$ cat config.mk
export PLATFORM = sky130hd
export DESIGN_NAME = infix_expression_evaluator_unit
export DESIGN_NICKNAME = d
export VERILOG_FILES = /design/src/rtl/iee_pkg.sv /design/src/rtl/iee_arith.sv /design/src/rtl/infix_expression_evaluator_unit.sv
export SDC_FILE = /design/constraint.sdc
export NUM_CORES = 2
export LEC_CHECK = 0
export BUFFER_PORTS_ARGS = -buffer_cell sky130_fd_sc_hd__buf_2
export CAP_MARGIN = 20
export CORE_MARGIN = 3
export CORE_UTILIZATION = 25
export CTS_CLUSTER_SIZE = 40
export DETAILED_ROUTE_END_ITERATION = 8
export GPL_ROUTABILITY_DRIVEN = 0
export MAX_ROUTING_LAYER = met4
export PLACE_DENSITY = 0.42
export SLEW_MARGIN = 10
export SYNTH_ARGS = -nofsm -noshare
export SYNTH_HDL_FRONTEND = slang
export SYNTH_SLANG_ARGS = --single-unit
$ cat constraint.sdc
create_clock -name clk -period 9.5 [get_ports clk]
set_clock_uncertainty 0.05 [all_clocks]
set_input_delay 0.95 -clock clk [delete_from_list [all_inputs] [get_ports clk]]
set_output_delay 0.95 -clock clk [all_outputs]
set_load 0.01 [all_outputs]
$ cat src/rtl/iee_pkg.sv
// iee_pkg: shared types and codes for the infix expression evaluator
// used by every module of the block, no dependencies
package iee_pkg;

  localparam logic [2:0] ERR_NONE      = 3'd0;
  localparam logic [2:0] ERR_INVALID   = 3'd1;
  localparam logic [2:0] ERR_MALFORMED = 3'd2;
  localparam logic [2:0] ERR_DIVZERO   = 3'd3;
  localparam logic [2:0] ERR_OVERFLOW  = 3'd4;

  localparam logic [1:0] OP_ADD = 2'd0;
  localparam logic [1:0] OP_SUB = 2'd1;
  localparam logic [1:0] OP_MUL = 2'd2;
  localparam logic [1:0] OP_DIV = 2'd3;

  localparam logic [7:0] CH_STAR  = 8'h2a;
  localparam logic [7:0] CH_SLASH = 8'h2f;
  localparam logic [7:0] CH_PLUS  = 8'h2b;
  localparam logic [7:0] CH_MINUS = 8'h2d;
  localparam logic [7:0] CH_SPACE = 8'h20;
  localparam logic [7:0] CH_ZERO  = 8'h30;
  localparam logic [7:0] CH_NINE  = 8'h39;

  // arithmetic unit operations
  typedef enum logic [1:0] {
    AU_MUL = 2'd0,
    AU_DIV = 2'd1,
    AU_MAC = 2'd2
  } au_op_t;

  typedef struct packed {
    logic   start;
    au_op_t op;
  } au_req_t;

endpackage

$ cat src/rtl/iee_arith.sv
// iee_arith: bit-serial multiplier, restoring divider and times-ten-plus-digit unit
// depends on iee_pkg
module iee_arith #(
  parameter int W = 64
) (
  input  logic            clk,
  input  logic            rst_n,
  input  iee_pkg::au_req_t req,
  input  logic [W-1:0]    a,
  input  logic [W-1:0]    b,
  output logic            busy,
  output logic            done,
  output logic [W-1:0]    res
);
  import iee_pkg::*;

  localparam int CW = $clog2(W + 1);

  logic [W-1:0]  acc_r, acc_nxt;   // product or remainder
  logic [W-1:0]  q_r, q_nxt;       // multiplier bits / quotient
  logic [W-1:0]  m_r, m_nxt;       // multiplicand / divisor
  logic [CW-1:0] cnt_r, cnt_nxt;
  logic          busy_r, busy_nxt, done_r, done_nxt;
  au_op_t        op_r, op_nxt;
  logic [W:0]    trial;

  always_comb begin
    acc_nxt = acc_r; q_nxt = q_r; m_nxt = m_r; cnt_nxt = cnt_r;
    busy_nxt = busy_r; op_nxt = op_r; done_nxt = 1'b0;
    trial = '0;
    if (!busy_r && req.start) begin
      busy_nxt = 1'b1;
      op_nxt   = req.op;
      cnt_nxt  = CW'(W);
      m_nxt    = b;
      q_nxt    = a;
      acc_nxt  = '0;
      if (req.op == AU_MAC) begin
        // a times ten by shift-add: (a<<3)+(a<<1)+b, one step each
        q_nxt   = a;
        acc_nxt = b;
        cnt_nxt = CW'(2);
      end
    end else if (busy_r) begin
      unique case (op_r)
        AU_MUL: begin
          if (q_r[0]) acc_nxt = acc_r + m_r;
          m_nxt = m_r << 1;
          q_nxt = q_r >> 1;
        end
        AU_DIV: begin
          trial = {acc_r, q_r[W-1]} - {1'b0, m_r};
          if (!trial[W]) begin
            acc_nxt = trial[W-1:0];
            q_nxt   = {q_r[W-2:0], 1'b1};
          end else begin
            acc_nxt = {acc_r[W-2:0], q_r[W-1]};
            q_nxt   = {q_r[W-2:0], 1'b0};
          end
        end
        AU_MAC: begin
          acc_nxt = acc_r + (cnt_r == CW'(2) ? (q_r << 3) : (q_r << 1));
        end
        default: ;
      endcase
      cnt_nxt = cnt_r - CW'(1);
      if (cnt_r == CW'(1)) begin
        busy_nxt = 1'b0;
        done_nxt = 1'b1;
      end
    end
  end

  always_ff @(posedge clk) begin
    acc_r <= acc_nxt; q_r <= q_nxt; m_r <= m_nxt; cnt_r <= cnt_nxt; op_r <= op_nxt;
    if (!rst_n) begin
      busy_r <= 1'b0;
      done_r <= 1'b0;
    end else begin
      busy_r <= busy_nxt;
      done_r <= done_nxt;
    end
  end

  assign busy = busy_r;
  assign done = done_r;
  assign res  = (op_r == AU_DIV) ? q_r : acc_r;
endmodule

$ cat src/rtl/infix_expression_evaluator_unit.sv
// infix_expression_evaluator_unit: top level, character parser and evaluation sequencer
// depends on iee_pkg and iee_arith
// An item is one character or an end command. Spaces, operators and invalid
// characters are handled in the idle state; a digit is issued to the shared serial
// unit for the times-ten add (two shift-add steps) and then written back. A digit
// that starts a new literal first commits the previous one, also waiting for the
// serial unit when that finishes a multiply or divide. An end command commits the
// last value the same way, unless an error is already known, and then loads the
// result. The result item sits in an output register, so characters of the next
// expression are taken while it waits; only a second end command stalls until the
// first result drains.
module infix_expression_evaluator_unit #(
  parameter int VALUE_WIDTH = 64
) (
  input  logic        clk,
  input  logic        rst_n,
  input  logic        in_valid,
  output logic        in_ready,
  input  logic        in_command,
  input  logic [7:0]  in_character,
  output logic        out_valid,
  input  logic        out_ready,
  output logic [63:0] out_result_value,
  output logic [2:0]  out_error_code
);
  import iee_pkg::*;

  localparam int W = VALUE_WIDTH;
  localparam logic [W-1:0] VMIN = {1'b1, {(W-1){1'b0}}};
  localparam logic [W-1:0] VMAX = {1'b0, {(W-1){1'b1}}};

  typedef enum logic [5:0] {
    S_IDLE   = 6'b000001,
    S_DIGIT  = 6'b000010,  // wait for times-ten add
    S_COMMIT = 6'b000100,  // commit held literal, then digit or end
    S_MWAIT  = 6'b001000,  // wait for mul or div
    S_POST   = 6'b010000,  // finish commit after mul/div
    S_END    = 6'b100000   // load result register once it is free
  } state_t;

  state_t state_r, state_nxt;

  logic [W-1:0] sum_r, sum_nxt, term_r, term_nxt, mag_r, mag_nxt, held_r, held_nxt;
  logic         neg_r, neg_nxt, lovf_r, lovf_nxt, held_ovf_r, held_ovf_nxt;
  logic         term_held_r, term_held_nxt, dsyn_r, dsyn_nxt, dseen_r, dseen_nxt;
  logic         inv_r, inv_nxt, malf_r, malf_nxt, aovf_r, aovf_nxt;
  logic [1:0]   phase_r, phase_nxt, pmul_r, pmul_nxt, held_op_r, held_op_nxt;
  logic         padd_r, padd_nxt;
  logic [2:0]   sticky_r, sticky_nxt;
  logic [3:0]   digit_r, digit_nxt;
  logic         qneg_r, qneg_nxt, end_r, end_nxt;
  logic [1:0]   cop_r, cop_nxt;   // operator closing the value being committed
  logic [63:0]  oval_r, oval_nxt;
  logic [2:0]   oerr_r, oerr_nxt;
  logic         ov_r, ov_nxt;

  au_req_t      au_req;
  logic [W-1:0] au_a, au_b, au_res;
  logic         au_busy, au_done;

  iee_arith #(.W(W)) u_arith (
    .clk(clk), .rst_n(rst_n), .req(au_req), .a(au_a), .b(au_b),
    .busy(au_busy), .done(au_done), .res(au_res)
  );

  localparam logic [1:0] PH_EXPECT = 2'd0;
  localparam logic [1:0] PH_SIGN   = 2'd1;
  localparam logic [1:0] PH_DIGITS = 2'd2;

  logic         acc;
  logic         is_digit, is_op;
  logic [1:0]   ch_op;
  logic [W-1:0] fin_val, cv;
  logic         fin_ovf, cvo;
  logic [W-1:0] lim;
  logic [W-1:0] tneg, vneg_abs;

  assign acc      = in_valid && in_ready;
  assign is_digit = (in_character >= CH_ZERO) && (in_character <= CH_NINE);
  assign is_op    = (in_character == CH_PLUS) || (in_character == CH_MINUS) ||
                    (in_character == CH_STAR) || (in_character == CH_SLASH);
  always_comb begin
    case (in_character)
      CH_MINUS: ch_op = OP_SUB;
      CH_STAR:  ch_op = OP_MUL;
      CH_SLASH: ch_op = OP_DIV;
      default:  ch_op = OP_ADD;
    endcase
  end

  assign fin_ovf = lovf_r || (neg_r ? (mag_r > VMIN) : (mag_r > VMAX));
  assign fin_val = neg_r ? (~mag_r + W'(1)) : mag_r;

  // literal*10+d <= VMIN  <=>  mag <= (VMIN-d)/10, one constant per digit
  always_comb begin
    case (digit_r)
      4'd0:    lim = (VMIN - W'(0)) / W'(10);
      4'd1:    lim = (VMIN - W'(1)) / W'(10);
      4'd2:    lim = (VMIN - W'(2)) / W'(10);
      4'd3:    lim = (VMIN - W'(3)) / W'(10);
      4'd4:    lim = (VMIN - W'(4)) / W'(10);
      4'd5:    lim = (VMIN - W'(5)) / W'(10);
      4'd6:    lim = (VMIN - W'(6)) / W'(10);
      4'd7:    lim = (VMIN - W'(7)) / W'(10);
      4'd8:    lim = (VMIN - W'(8)) / W'(10);
      4'd9:    lim = (VMIN - W'(9)) / W'(10);
      default: lim = '0;
    endcase
  end

  assign tneg     = term_r[W-1] ? (~term_r + W'(1)) : term_r;
  assign vneg_abs = cv[W-1] ? (~cv + W'(1)) : cv;

  always_comb begin
    state_nxt = state_r;
    sum_nxt = sum_r; term_nxt = term_r; mag_nxt = mag_r; held_nxt = held_r;
    neg_nxt = neg_r; lovf_nxt = lovf_r; held_ovf_nxt = held_ovf_r;
    term_held_nxt = term_held_r; dsyn_nxt = dsyn_r; dseen_nxt = dseen_r;
    inv_nxt = inv_r; malf_nxt = malf_r; aovf_nxt = aovf_r;
    phase_nxt = phase_r; pmul_nxt = pmul_r; held_op_nxt = held_op_r;
    padd_nxt = padd_r; sticky_nxt = sticky_r; digit_nxt = digit_r;
    qneg_nxt = qneg_r; end_nxt = end_r; cop_nxt = cop_r;
    oval_nxt = oval_r; oerr_nxt = oerr_r;
    ov_nxt = ov_r && !out_ready;
    au_req = '{start: 1'b0, op: AU_MUL};
    au_a = '0; au_b = '0;
    cv = held_r; cvo = held_ovf_r;
    in_ready = (state_r == S_IDLE);

    unique case (state_r)
      S_IDLE: begin
        digit_nxt = in_character[3:0];
        if (acc) begin
          if (in_command) begin
            end_nxt = 1'b1;
            if (inv_r) begin
              sticky_nxt = ERR_INVALID; state_nxt = S_END;
            end else if (malf_r || !dseen_r) begin
              sticky_nxt = ERR_MALFORMED; state_nxt = S_END;
            end else begin
              if (phase_r == PH_DIGITS) begin
                held_nxt = fin_val; held_ovf_nxt = fin_ovf;
              end
              cop_nxt = OP_ADD;
              state_nxt = S_COMMIT;
            end
          end else if (in_character == CH_SPACE) begin
          end else if (is_digit) begin
            if (malf_r) begin
            end else if (dsyn_r) begin
              malf_nxt = 1'b1;
            end else if (phase_r != PH_DIGITS) begin
              end_nxt = 1'b0;
              cop_nxt = held_op_r;
              mag_nxt = '0; lovf_nxt = 1'b0;
              phase_nxt = PH_DIGITS;
              dseen_nxt = 1'b1;
              state_nxt = dseen_r ? S_COMMIT : S_DIGIT;
            end else begin
              state_nxt = S_DIGIT;
            end
          end else if (is_op) begin
            if (malf_r || dsyn_r) begin
            end else if (phase_r == PH_EXPECT) begin
              if (ch_op == OP_SUB) begin
                phase_nxt = PH_SIGN; neg_nxt = 1'b1;
              end else if (ch_op != OP_ADD) dsyn_nxt = 1'b1;
            end else if (phase_r == PH_SIGN) begin
              dsyn_nxt = 1'b1;
            end else begin
              held_nxt = fin_val; held_ovf_nxt = fin_ovf; held_op_nxt = ch_op;
              phase_nxt = PH_EXPECT; neg_nxt = 1'b0;
              mag_nxt = '0; lovf_nxt = 1'b0;
            end
          end else begin
            inv_nxt = 1'b1;
          end
        end
      end

      S_DIGIT: begin
        // overflow check against the bound, else start mag*10+d
        if (!au_busy && !au_done) begin
          if (lovf_r || mag_r > lim) begin
            lovf_nxt = 1'b1;
            state_nxt = S_IDLE;
          end else begin
            au_req = '{start: 1'b1, op: AU_MAC};
            au_a = mag_r; au_b = W'(digit_r);
          end
        end else if (au_done) begin
          mag_nxt = au_res;
          state_nxt = S_IDLE;
        end
      end

      S_COMMIT: begin
        state_nxt = end_r ? S_END : S_DIGIT;
        if (sticky_r == ERR_NONE) begin
          if (term_held_r) begin
            if (cvo) begin
              sticky_nxt = ERR_OVERFLOW;
            end else if (pmul_r == 2'd1) begin
              au_req = '{start: 1'b1, op: AU_MUL};
              au_a = term_r; au_b = cv;
              state_nxt = S_MWAIT;
            end else if (cv == '0) begin
              sticky_nxt = ERR_DIVZERO;
            end else if (term_r == VMIN && cv == '1) begin
              sticky_nxt = ERR_OVERFLOW;
            end else begin
              au_req = '{start: 1'b1, op: AU_DIV};
              au_a = tneg; au_b = vneg_abs;
              qneg_nxt = term_r[W-1] ^ cv[W-1];
              state_nxt = S_MWAIT;
            end
          end else if (cop_r[1]) begin
            if (cvo) sticky_nxt = ERR_OVERFLOW;
            else begin
              term_nxt = cv; term_held_nxt = 1'b1;
              pmul_nxt = (cop_r == OP_MUL) ? 2'd1 : 2'd2;
            end
          end else begin
            if (cvo) aovf_nxt = 1'b1;
            sum_nxt = padd_r ? (sum_r - cv) : (sum_r + cv);
            padd_nxt = cop_r[0];
            term_held_nxt = 1'b0; pmul_nxt = 2'd0;
          end
        end
      end

      S_MWAIT: begin
        if (au_done) begin
          if (pmul_r == 2'd1) term_nxt = au_res;
          else term_nxt = qneg_r ? (~au_res + W'(1)) : au_res;
          state_nxt = S_POST;
        end
      end

      S_POST: begin
        state_nxt = end_r ? S_END : S_DIGIT;
        if (cop_r[1]) begin
          term_held_nxt = 1'b1;
          pmul_nxt = (cop_r == OP_MUL) ? 2'd1 : 2'd2;
        end else begin
          sum_nxt = padd_r ? (sum_r - term_r) : (sum_r + term_r);
          padd_nxt = cop_r[0];
          term_held_nxt = 1'b0; pmul_nxt = 2'd0;
        end
      end

      S_END: begin
        // value is zero whenever an error is reported
        if (!ov_r || out_ready) begin
          oval_nxt = '0;
          if (sticky_r != ERR_NONE) oerr_nxt = sticky_r;
          else if (aovf_r) oerr_nxt = ERR_OVERFLOW;
          else begin
            oerr_nxt = ERR_NONE;
            oval_nxt = 64'($signed(sum_r));
          end
          ov_nxt = 1'b1;
          state_nxt = S_IDLE;
          sum_nxt = '0; term_nxt = '0; mag_nxt = '0; held_nxt = '0;
          neg_nxt = 1'b0; lovf_nxt = 1'b0; held_ovf_nxt = 1'b0;
          term_held_nxt = 1'b0; dsyn_nxt = 1'b0; dseen_nxt = 1'b0;
          inv_nxt = 1'b0; malf_nxt = 1'b0; aovf_nxt = 1'b0;
          phase_nxt = PH_EXPECT; pmul_nxt = 2'd0; held_op_nxt = OP_ADD;
          padd_nxt = 1'b0; sticky_nxt = ERR_NONE; end_nxt = 1'b0;
        end
      end

      default: state_nxt = S_IDLE;
    endcase
  end

  always_ff @(posedge clk) begin
    if (!rst_n) begin
      state_r <= S_IDLE;
      sum_r <= '0; term_r <= '0; mag_r <= '0; held_r <= '0;
      neg_r <= 1'b0; lovf_r <= 1'b0; held_ovf_r <= 1'b0;
      term_held_r <= 1'b0; dsyn_r <= 1'b0; dseen_r <= 1'b0;
      inv_r <= 1'b0; malf_r <= 1'b0; aovf_r <= 1'b0;
      phase_r <= PH_EXPECT; pmul_r <= 2'd0; held_op_r <= OP_ADD;
      padd_r <= 1'b0; sticky_r <= ERR_NONE; end_r <= 1'b0;
      ov_r <= 1'b0;
    end else begin
      state_r <= state_nxt;
      sum_r <= sum_nxt; term_r <= term_nxt; mag_r <= mag_nxt; held_r <= held_nxt;
      neg_r <= neg_nxt; lovf_r <= lovf_nxt; held_ovf_r <= held_ovf_nxt;
      term_held_r <= term_held_nxt; dsyn_r <= dsyn_nxt; dseen_r <= dseen_nxt;
      inv_r <= inv_nxt; malf_r <= malf_nxt; aovf_r <= aovf_nxt;
      phase_r <= phase_nxt; pmul_r <= pmul_nxt; held_op_r <= held_op_nxt;
      padd_r <= padd_nxt; sticky_r <= sticky_nxt; end_r <= end_nxt;
      ov_r <= ov_nxt;
    end
    digit_r <= digit_nxt; qneg_r <= qneg_nxt; cop_r <= cop_nxt;
    oval_r <= oval_nxt; oerr_r <= oerr_nxt;
  end

  assign out_valid        = ov_r;
  assign out_result_value = oval_r;
  assign out_error_code   = oerr_r;
endmodule

; Word level (Yosys, flattened, before mapping)
; Memory sizes are Yosys's and may differ from the RTL's. A register that Yosys moved wholly into a read port is not among the register bits.
; Cells that the tools add are included.
[op_classes]
n_addsub = 12
magnitude_cmp = 5
n_eq_ne = 92
muxes = 264
bitwise_logic = 11
n_reduce_logical = 64
[ops]
columns = op, n
row1 = 64-bit two-way mux, 67
row2 = 64-bit case mux with 3 select lines, 4
row3 = 64-bit case mux with 2 select lines, 4
row4 = 64-bit by 1-bit adder with 64-bit output (second input constant), 4
row5 = 64-bit adder, 4
row6 = 64-bit inverter, 4
row7 = 64-bit equality test (second input constant), 2
row8 = 64-bit subtractor, 2
row9 = 6-bit two-way mux, 20
row10 = 1-bit two-way mux, 85
row11 = 3-bit two-way mux, 25
row12 = 2-bit two-way mux, 35
row13 = 65-bit by 64-bit subtractor with 65-bit output, 1
row14 = 64-bit by 63-bit greater-than comparator with 1-bit output (second input constant), 1
row15 = 64-bit greater-than comparator, 1
row16 = 64-bit greater-than comparator (second input constant), 1
row17 = 64-bit zero test, 1
row18 = 3-bit inequality test (second input constant), 21
row19 = 2-bit inequality test (second input constant), 26
row20 = 8-bit by 6-bit equality test with 1-bit output (second input constant), 5
row21 = 6-bit case mux with 6 select lines, 1
row22 = 10-bit AND reduction, 3
row23 = 14-bit AND reduction, 2
row24 = 9-bit AND reduction, 3
row25 = other kinds (47), 126
[word_totals]
ff_bits = 560
rom_bits = 512
input_bits = 13
output_inout_bits = 69
elab_cells = 482
memories = 1
[memory_table]
columns = memory, words, word_bits, rd, rd_ports_with_merged_regs, write_ports, line_no
row1 = (no name shown), 16, 32, 1, 1, 0, infix_expression_evaluator_unit.sv:96  ; case (digit_r)

; Longest topological paths before layout
[depth]
word_depth = 13
ltp_mapped = 26
mapped_depth_nobuf = 25

; Hierarchy
; From an unflattened synthesis, not the netlist that was laid out.
[hier_totals]
cells_unflattened = 6300
hier_area_um2 = 47599.4
[modules_own_cells]
columns = module, n_inst, cells_each, area_per_inst_um2, seq_area_each_um2
row1 = infix_expression_evaluator_unit, 1, 3850, 28364.7, 7947.6
row2 = iee_arith, 1, 2450, 19234.7, 6075.8

; Worst setup path after synthesis
; Ideal clock, no wire load.
[synth_path]
kind = flip-flop to flip-flop
startpoint = register lim[58] (netlist name)
endpoint = register u_arith.q_r[0], enable pin
t_arrival_ns = 5.952
t_required_ns = 8.943
path_slack_ns = 2.991
path_stages_with_launch = 12
n_path_buf = 0
period_less_slack_ns = 6.509
path_cell_list = dfxtp_1 -> inv_1 -> ha_1 -> nand4_1 -> or3_1 -> or4_1 -> or3_1 -> nor2_1 -> nand2_1 -> o211ai_1 -> nor2_1 -> a21oi_1
[synth_via]
elab_chain_cells = 8
word_cells_on_any_way = 9
[synth_lines]
columns = element, line_no
row1 = 64-bit greater-than comparator *, infix_expression_evaluator_unit.sv:184  ; if (lovf_r || mag_r > lim) begin
row2 = 1-bit logical OR *, infix_expression_evaluator_unit.sv:184
row3 = 3-bit two-way mux *, infix_expression_evaluator_unit.sv:184
row4 = 3-bit two-way mux *, infix_expression_evaluator_unit.sv:183  ; if (!au_busy && !au_done) begin
row5 = 3-bit case mux with 2 select lines *, infix_expression_evaluator_unit.sv:130  ; unique case (state_r)
row6 = 1-bit logical AND *, iee_arith.sv:31  ; if (!busy_r && req.start) begin
row7 = 3-bit nonzero test (no source line) / 2-bit nonzero test (equally long branches), -
row8 = 2-bit AND reduction (no source line) *, -
row9 = "end signal, assigned", iee_arith.sv:75  ; acc_r <= acc_nxt; q_r <= q_nxt; m_r <= m_nxt; cnt_r <= cnt_nxt; op_r <= op_nxt;
row10 = "end, declared", iee_arith.sv:20  ; logic [W-1:0] q_r, q_nxt;
; Mark *: on every way between the ends. The rest lies on a longest branch, timed or not.
; A chain may end at the register's enable or synchronous reset.

; Worst setup path in the final report
[layout_path]
startpoint = register held_r[2], in the netlist cv[2]
endpoint = register sum_r[63]
[layout_via]
elab_chain_cells = 6
word_cells_on_any_way = 7
[layout_lines]
columns = element, line_no
row1 = "start, declared", infix_expression_evaluator_unit.sv:43  ; logic [W-1:0] sum_r, sum_nxt, term_r, term_nxt, mag_r, mag_nxt, held_r, held_nxt;
row2 = "start signal, assigned", infix_expression_evaluator_unit.sv:289  ; sum_r <= sum_nxt; term_r <= term_nxt; mag_r <= mag_nxt; held_r <= held_nxt;
row3 = 64-bit adder / 64-bit subtractor (equally long branches), infix_expression_evaluator_unit.sv:225  ; sum_nxt = padd_r ? (sum_r - cv) : (sum_r + cv);
row4 = 64-bit two-way mux *, infix_expression_evaluator_unit.sv:225
row5 = 64-bit two-way mux *, infix_expression_evaluator_unit.sv:217  ; end else if (cop_r[1]) begin
row6 = 64-bit two-way mux *, infix_expression_evaluator_unit.sv:200  ; if (term_held_r) begin
row7 = 64-bit two-way mux *, infix_expression_evaluator_unit.sv:199  ; if (sticky_r == ERR_NONE) begin
row8 = 64-bit case mux with 3 select lines *, infix_expression_evaluator_unit.sv:130
row9 = "end signal, assigned", infix_expression_evaluator_unit.sv:289
row10 = "end, declared", infix_expression_evaluator_unit.sv:43
; Mark *: on every way between the ends. The rest lies on a longest branch, timed or not. The select of a mux whose other input is x is not followed.

==> results.json <==
{
  "ant_nets": 0,
  "grt_pass1_wl_um": 276800,
  "synth_common_cells": "nor2_1 (668), a21oi_1 (610), o21ai_0 (463)",
  "synth_mux_area_share_pct": 3.595,
  "clockBufferDepth": 3,
  "postPlaceCellArea_um2": 48820,
  "fin_nets": 5967,
  "via_per_inst": 5.368,
  "dr.pass1.iters": 7,
  "cap_violations": 0,
  "final.setup.tns_ns": 0,
  "critical_path_class": "flip-flop to flip-flop",
  "boundaryPins": 82,
  "grt_max_degree": 123,
  "rows": 157,
  "whs_ns": 0.4047,
  "power_mw": 11.91,
  "synth_top_cells_by_area": "edfxtp_1 (18%), dfxtp_1 (12%), a21oi_1 (6.6%), ha_1 (6.3%), nor2_1 (5.4%)",
  "grt_antenna_before_repair": 10,
  "worst_path_max_delay_cell": "nor4b_1",
  "min_period_ns": 7.381,
  "start_kind": "flip-flop",
  "rrSetupSlack_ns": 2.12,
  "hold_class": "flip-flop to flip-flop",
  "cts_buffers": 74,
  "grt-ovfl-total": 0,
  "drt_iter0_drc": 4231,
  "vias": 44260,
  "clkSinkCount": 563,
  "cts_tree": "built",
  "final_util_pct": 27.97,
  "dieArea_um2": 190500,
  "core_um2": 183700,
  "synth_area_um2": 46330,
  "power.density_nw_per_um2": 231.8,
  "reg2reg_from": "cv[2]",
  "fin_cells": 8244,
  "ys_types": 95,
  "ys.flop_type": "dfxtp_1",
  "final_cell_area_um2": 51380,
  "crit_required_ns": 10.05,
  "path_cells": "nor2_1 > nor4b_1 > nand2_1 > nor3b_1 > nor3b_1 > nor3b_1 > nor2_1 > xnor2_1 > nand2_1 > o21ai_0 > ha_1 > nand4_1 > nor4_1 > nand2_1 > a21oi_1 > o21a_1 > o21ai_1 > o211ai_1 > a41oi_1 > o21ai_0 > xor2_1 > nand3b_1 > a21oi_1",
  "critPathTopFamily": "simple AND/OR/NAND/NOR gates",
  "rsz0062_at_grt": "false",
  "vdd_ir_drop_max_v": 0.0001698,
  "synthAdderAreaFrac_pct": 6.396,
  "crit_buf_inv": 0,
  "synth_top_family_by_area": "compound AO/OA/AOI/OAI gates",
  "grt_use_total_pct": 19.39,
  "postCtsSetupRepairBufs": 0,
  "post_cts_resized": 0,
  "htreeDepth": 3,
  "remaining_drc_errors": 0,
  "cp_max_fo": 9,
  "dp_cells": 8105,
  "hpwl_um": 142500,
  "die_h_um": 436.5,
  "synth_compound_area_share_pct": 24.07,
  "drv_slew": 0,
  "syn_nets": 6186,
  "slowest_delay_ns": 0.69,
  "ys_seq_area_share_pct": 30.27,
  "synth_warnings": 0,
  "start_util_pct": 25.22,
  "synthXorXnorAreaFrac_pct": 9.094,
  "avgSynthCellArea_um2": 7.802,
  "ys_ff_latch": 563,
  "finalCritPeriodShare_pct": 77.69,
  "tightestPinTransition_ns": 1.130,
  "netlist_instances": 5938,
  "leakagePower_nw": 20.84,
  "routed_wl_um": 187100,
  "outcome": "complete, no violations",
  "die_x_um": 436.5,
  "io_buffer_count": 81,
  "insertion_delay_ns": 0.70,
  "dp_slack_ns": 2.457,
  "synth_top_area_cell": "edfxtp_1",
  "synth_edf_count": 275,
  "crit_start": "cv[2]",
  "relSlewSlack_pct": 24.24,
  "area_delta_synth_final_pct": 10.90,
  "async_flop_share_pct": 0,
  "ctsRootBufferMaster": "clkbuf_16",
  "crit_path_end_kind": "flip-flop",
  "whs_path_depth": 2,
  "synthSimpleGateAreaFrac_pct": 21.41,
  "cts_hold_buf": 0,
  "final_hold_viol_count": 0,
  "yosysMostFrequentCell": "nor2_1",
  "wl_per_cell_um": 22.70,
  "worst_slack_ns": 2.119,
  "timing.fmax_ghz": 0.1355,
  "min-delay-start": "held_op_r[1]",
  "synth_top_area_share_pct": 17.83,
  "arrival_ns": 7.93,
  "grt_pass1_vias": 42450,
  "hold_end": "held_op_r[1]",
  "drive_above_1_share_pct": 6.437,
  "reg2reg_depth": 23,
  "finalSetupViolCount": 0,
  "fill_cells": 19960,
  "reg2reg_to": "sum_r[63]",
  "cts.clk_slew.worst_paths_ns": 0.06
}
==> worst register-to-register path, stage by stage (launching register included) <==
cell and delay, ns:
dfxtp_1 0.44, nor2_1 0.22, nor4b_1 0.69, nand2_1 0.43, nor3b_1 0.47, nor3b_1 0.40
nor3b_1 0.32, nor2_1 0.09, xnor2_1 0.18, nand2_1 0.08, o21ai_0 0.11, ha_1 0.48
nand4_1 0.17, nor4_1 0.63, nand2_1 0.13, a21oi_1 0.52, o21a_1 0.28, o21ai_1 0.16
o211ai_1 0.33, a41oi_1 0.36, o21ai_0 0.33, xor2_1 0.18, nand3b_1 0.10, a21oi_1 0.15
==> power by group <==
part / internal, mW / switching [mW]
Combinational: 2.00 / 3.58
Sequential: 2.99 / 0.331
Clock: 1.78 / 1.23
==> how the worst max path moves through the flow <==
stage	cells after the start	slack, ns	end
finish	23	2.12	sum_r[63]
floorplan	11	2.99	u_arith.q_r[0]
global placement	24	2.37	sum_r[63]
detailed placement	24	2.46	sum_r[63]
CTS	23	2.38	sum_r[63]
global route	23	1.51	sum_r[63]
==> cells in the final DEF, fill, tap and decap left out, types with 15 or more instances in the layout <==
master / count
a211oi_1: 51
a21o_1: 122
a21oi_1: 609
a221oi_1: 89
a22oi_1: 109
a31oi_1: 33
and2_1: 118
and3_1: 38
buf_2: 81
buf_4: 76
clkbuf_1: 15
clkbuf_16: 80
dfxtp_1: 285
edfxtp_1: 275
ha_1: 232
inv_1: 146
mux2i_1: 154
nand2_1: 425
nand2b_1: 39
nand3_1: 131
nand4_1: 96
nor2_1: 661
nor2b_1: 38
nor3_1: 225
nor3b_1: 22
nor4_1: 60
o21a_1: 25
o21ai_0: 460
o21ai_1: 51
o21bai_1: 46
o22ai_1: 73
o31ai_1: 35
or2_2: 15
or3_1: 72
or4_1: 32
xnor2_1: 234
xor2_1: 247
==> layer usage <==
| metal | up-vias | GRT usage, % | wire (µm) |
|---|---|---|---|
| met5 | - | - | 0 |
| met4 | 0 | 5.381 | 5529 |
| met3 | 224 | 3.036 | 10390 |
| met2 | 1268 | 31.65 | 88740 |
| met1 | 21560 | 24.80 | 82470 |
| li1 | 21210 | - | - |
==> cells by family (layout without fill, tap and decap cells) <==
group / after synthesis / count (layout)
xor gates and xnor gates: 481 / 481
adders and majority gates: 235 / 235
muxes: 160 / 160
DFF: 563 / 563
and+or+nand+nor: 2055 / 2055
buffers and inverters: 608 / 449
AOI/OAI and AO/OA: 1836 / 1836
other: 0 / 1
==> registers in the layout, summed over array words and instances, names as in the netlist, 2 cells and up <==
register	count
cop_r	2
cv	64
digit_r	4
held_op_r	2
lim	3
mag_r	64
out_error_code	3
out_result_value	64
phase_r	2
pmul_r	2
state_r	6
sticky_r	3
sum_r	64
term_r	64
u_arith.acc_r	64
u_arith.cnt_r	7
u_arith.m_r	64
u_arith.op_r	2
u_arith.q_r	64
==> final cells by class <==
| cell class | count | area, µm² | area share (%) |
|---|---|---|---|
| multi-input cells | 4767 | 30100 | 58.58 |
| flip-flops and latches | 563 | 14030 | 27.31 |
| well taps | 2464 | 3083 | 6.001 |
| clock buffers | 106 | 2210 | 4.301 |
| repair buffers | 162 | 1066 | 2.075 |
| inverters | 151 | 576.8 | 1.123 |
| clock inverters | 30 | 314.1 | 0.6113 |
| diodes | 1 | 2.502 | 0.004871 |
(Power assumes the default switching activity.)
